[src/rtl/assert_macros.svh]
// assertion macros for the rtl files, used by the top module
`ifndef ASSERT_MACROS_SVH
`define ASSERT_MACROS_SVH

// property must hold at every clock edge outside reset
`define ASSERT_HOLDS(label, prop) \
  label: assert property (@(posedge clk_i) disable iff (!rst_ni) (prop)) \
    else $error("%m: assertion failed");

// expression must never be true outside reset
`define ASSERT_NEVER(label, expr) \
  label: assert property (@(posedge clk_i) disable iff (!rst_ni) !(expr)) \
    else $error("%m: forbidden condition seen");

`endif

[src/rtl/gdsa_ram.sv]
// generic single write port ram with registered read
`default_nettype none

module gdsa_ram #(
  parameter int unsigned WIDTH = 64,
  parameter int unsigned DEPTH = 64
) (
  input  wire logic                     clk_i,
  input  wire logic                     we_i,
  input  wire logic [$clog2(DEPTH)-1:0] waddr_i,
  input  wire logic [WIDTH-1:0]         wdata_i,
  input  wire logic                     re_i,
  input  wire logic [$clog2(DEPTH)-1:0] raddr_i,
  output logic      [WIDTH-1:0]         rdata_o
);

  logic [WIDTH-1:0] mem_q [DEPTH];
  logic [WIDTH-1:0] rdata_q;

  always_ff @(posedge clk_i) begin
    if (we_i) begin
      mem_q[waddr_i] <= wdata_i;
    end
    if (re_i) begin
      rdata_q <= mem_q[raddr_i];
    end
  end

  assign rdata_o = rdata_q;

endmodule

`default_nettype wire

[config.mk]
export PLATFORM = sky130hd
export DESIGN_NAME = gdsa_ram
export DESIGN_NICKNAME = d
export VERILOG_FILES = /design/src/rtl/assert_macros.svh /design/src/rtl/gdsa_ram.sv
export SDC_FILE = /design/constraint.sdc
export NUM_CORES = 2
export LEC_CHECK = 0
export BUFFER_PORTS_ARGS = -buffer_cell sky130_fd_sc_hd__buf_4
export CELL_PAD_IN_SITES_DETAIL_PLACEMENT = 0
export CELL_PAD_IN_SITES_GLOBAL_PLACEMENT = 2
export CORE_MARGIN = 1.5
export CORE_UTILIZATION = 35
export DETAILED_ROUTE_END_ITERATION = 8
export PLACE_DENSITY = 0.67
export SLEW_MARGIN = 10
export SYNTH_ARGS = -nofsm -noshare
export SYNTH_HDL_FRONTEND = slang
export SYNTH_SLANG_ARGS = --single-unit
[constraint.sdc]
create_clock -name clk_i -period 9.1 [get_ports clk_i]
set_clock_uncertainty 0.05 [all_clocks]
set_input_delay 1.82 -clock clk_i [delete_from_list [all_inputs] [get_ports clk_i]]
set_output_delay 1.82 -clock clk_i [all_outputs]
set_load 0.005 [all_outputs]
# Word level (Yosys, flattened, before mapping)
# Memories as Yosys holds them, arrays and structs flattened. A register that Yosys moved wholly into a read port is not among the register bits.
# Cells that the tools add are included.
[totals]
register_bits = 0
mem_bits_rw = 4096
out_inout_bits = 64
mem_count = 1
input_bits = 79
wordCells = 3
[classes]
n_mux = 2
[memory_table]
columns = ["name", "words", "width", "read_ports", "rd_ports_with_merged_regs", "write_ports", "line_no", "source"]
rows = [
  ["mem_q", 64, 64, 1, 1, 1, "gdsa_ram.sv:17", "logic [WIDTH-1:0] mem_q [DEPTH];"],
]
[ops]
columns = ["op", "count"]
rows = [
  ["two-way mux 1 bit", 2],
]

# Logic depth before layout (Yosys ltp)
[logic_depth]
depth_word = 2
depth_mapped = 9
ltp_nobuf = 5

# Worst setup path before layout
# OpenSTA, ideal clock, no wires.
[synth_timing]
path_type = "input -> register"
startpoint = "input port waddr_i[3]"
endpoint = "memory mem_q[48][0], enable pin"
n_path_buf = 1
path_stages = 4
setup_slack_ps = 1794
setup_ps = 564
arrival_time_ps = 6692
required_time_ps = 8486
cell_sequence = "clkbuf_1 > nor2b_1 > nand4b_1 > nor3_1"
[synth_rtl]
columns = ["element", "line_no", "source"]
rows = [
  ["start, declared", "gdsa_ram.sv:10", "input wire logic [$clog2(DEPTH)-1:0] waddr_i,"],
  ["end, declared", "gdsa_ram.sv:17", ""],
]
# No word-level cell before the write port.

==> impl_metrics.env <==
export IMPL_core_rowCount=245
export IMPL_crit_path_max_fanout=138
export IMPL_ys_flop_type="edfxtp_1"
export IMPL_r2r_start="mem_q[55][1]"
export IMPL_syn_area_mm2=0.1570
export IMPL_drtIter0Drc=9230
export IMPL_r2r_cells=6
export IMPL_vias_per_cell=5.657
export IMPL_syn_area_per_cell_um2=23.79
export IMPL_antenna_found_initial=24
export IMPL_final_common_cell="edfxtp_1"
export IMPL_ys_top_cells_by_area="edfxtp_1, mux4_2, mux2i_1"
export IMPL_fin_area_mm2=0.1793
export IMPL_yosys_register_bits=4160
export IMPL_status="finished clean"
export IMPL_postPlaceCellArea_mm2=0.1662
export IMPL_p_per_area_mw_per_mm2=222.1
export IMPL_post_drt_wl_per_cell_um=34.43
export IMPL_gp_congestion=0.7580
export IMPL_cp_end_kind="register"
export IMPL_min_to="rdata_o[62]"
export IMPL_pre_cts_slack_ns=3.329
export IMPL_worstPathArrival_ns=5.47
export IMPL_post_cts_setup_buffer_count=0
export IMPL_numPortBuffers=142
export IMPL_path_clk_slew_ns=0.06
export IMPL_synthDistinctLibCells=32
export IMPL_cts_tree="yes"
export IMPL_hold_viol=0
export IMPL_top_layer="met5"
export IMPL_numCtsBuffers=417
export IMPL_hold_path_depth=4
export IMPL_die_h_um=672.7
export IMPL_fin_nets=7052
export IMPL_postCtsHoldBufs=0
export IMPL_start_util_pct=35.20
export IMPL_clkSinkCount=4160
export IMPL_drv_slew=0
export IMPL_grt_overflow=0
export IMPL_tightestPinTransition_ns=1.325
export IMPL_wl_met1_mm=184.1
export IMPL_clock_root_buffer="clkbuf_16"
export IMPL_holdCritStartpoint="mem_q[39][62]"
export IMPL_yosysWarnings=0
export IMPL_vdd_drop_max_v=0.0001595
export IMPL_synth_edf_count=4160
export IMPL_period_needed_ns=4.850
export IMPL_drc=0
export IMPL_synth_async_reset_ratio_pct=0
export IMPL_grt_pass1_wl_mm=627.3
export IMPL_relSlewSlack_pct=11.64
export IMPL_critPathSlowestCell="buf_4"
export IMPL_synth_top_area_share_pct=79.57
export IMPL_setup_ws_ns=4.250
export IMPL_layout_common_cells="edfxtp_1, mux4_2, clkbuf_16, buf_4, a22oi_1"
export IMPL_fin_util_pct=40.21
export IMPL_area_growth_pct=14.24
export IMPL_dr_wl_met3_mm=31.02
export IMPL_crit_start="raddr_i[2]"
export IMPL_setup_tns_ns=0
export IMPL_grt_pass1_vias=76470
export IMPL_ios=143
export IMPL_crit_chain="buf_8, buf_4, buf_12, mux4_2, mux2i_1, o22ai_1, a31oi_1, a211oi_1"
export IMPL_r2r_slack_ns=6.77
export IMPL_rsz0062_at_grt="no"
export IMPL_drv_cap=0
export IMPL_cellLeakagePower_nw=54.85
export IMPL_clk_latency_ns=1.00
export IMPL_synthCells=6598
export IMPL_dieArea_mm2=0.4526
export IMPL_hp_class="reg2reg"
export IMPL_layout_worst_path_cycle_share_pct=53.30
export IMPL_dpl_hpwl_mm=232.1
export IMPL_syn_num_nets=6677
export IMPL_cts_max_path_buffers=4
export IMPL_crit_path_max_incr_delay_ns=0.71
export IMPL_grt_max_degree=139
export IMPL_die_w_um=672.7
export IMPL_wl_mm=456.4
export IMPL_route_met2_wl_mm=229.2
export IMPL_yosys_area_top_type="edfxtp_1"
export IMPL_htreeDepth=5
export IMPL_critPathLaunchType="primary input"
export IMPL_setup_violations=0
export IMPL_fmax_ghz=0.2062
export IMPL_vias=75000
export IMPL_core_mm2=0.4460
export IMPL_r2r_end="rdata_o[1]"
export IMPL_drive_gt1_share_pct=27.50
export IMPL_track_usage_pct=19.86
export IMPL_cp_required_ns=9.72
export IMPL_ant_nets=0
export IMPL_dr_pass1_iters=6
export IMPL_hold_ws_ns=0.8673
export IMPL_seq_area_frac_synth_pct=79.57
export IMPL_critPathKind="in2reg"
export IMPL_cts_resized=0
Yosys cell counts, drive strengths merged (28+ instances only):
master,count
clkbuf,140
or3,29
or2,28
buf,230
and3,64
nor2b,28
nor2,112
o221ai,38
a22o,88
edfxtp,4160
o22ai,83
nand2,58
a211oi,63
a22oi,168
nand3,45
mux4,1024
mux2i,135
registers in the layout (all words and copies together) (netlist names):
register / flops
mem_q: 4096
rdata_o: 64
routing by layer:
layer	up-vias	track usage, %
li1	29360	-
met1	41920	26.77
met2	3108	34.03
met3	610	2.782
met4	4	4.969
met5	-	0
how the worst max path moves through the flow:
| stage | to | slack, ns | cells after the start |
|---|---|---|---|
| finish | rdata_o[33] | 4.25 | 8 |
| global route | rdata_o[33] | 4.25 | 8 |
| detailed placement | rdata_o[33] | 3.33 | 8 |
| floorplan | mem_q[48][0] | 1.79 | 4 |
| global placement | rdata_o[33] | 3.37 | 8 |
| CTS | rdata_o[33] | 4.37 | 8 |
power breakdown:
part,total [W],internal [W],switching (W)
sequential,0.0214,0.0213,0.0000949
clock,0.0167,0.00939,0.00727
combinational,0.00181,0.000669,0.00114
total,0.0398,0.0313,0.00851
layout make-up:
cell class,count,area (um2)
diodes,15,37.54
well taps,5928,7417
fillers,38760,266700
repair buffers,326,3045
clock inverters,235,2120
flip-flops and latches,4160,124900
multi-input cells,2049,30780
inverters,19,71.32
clock buffers,525,10950
metrics by stage:
stage,cells,total power (W)
final,13260,0.03983
after global placement,12480,0.02356
after detailed placement,12480,0.02360
after CTS,13240,0.04013
after floorplan,6598,0.02269
after global routing,13240,0.04090
logic make-up (layout without fill, tap and decap cells):
logic type | count (synthesis) | in the layout | synth area share, %
AO/OA/AOI/OAI | 504 | 504 | 2.467
buffers and inverters | 389 | 1105 | 1.176
flip-flops | 4160 | 4160 | 79.57
multiplexers | 1159 | 1159 | 15.55
other | 0 | 15 | 0
AND/OR/NAND/NOR | 386 | 386 | 1.235
critical path: cells and delay by family:
kind,cells,cell delay [ns]
AO/OA/AOI/OAI,3,0.75
multiplexers,2,0.58
buffers and inverters,3,1.70
No activity file was read; power rests on OpenSTA's default activity.
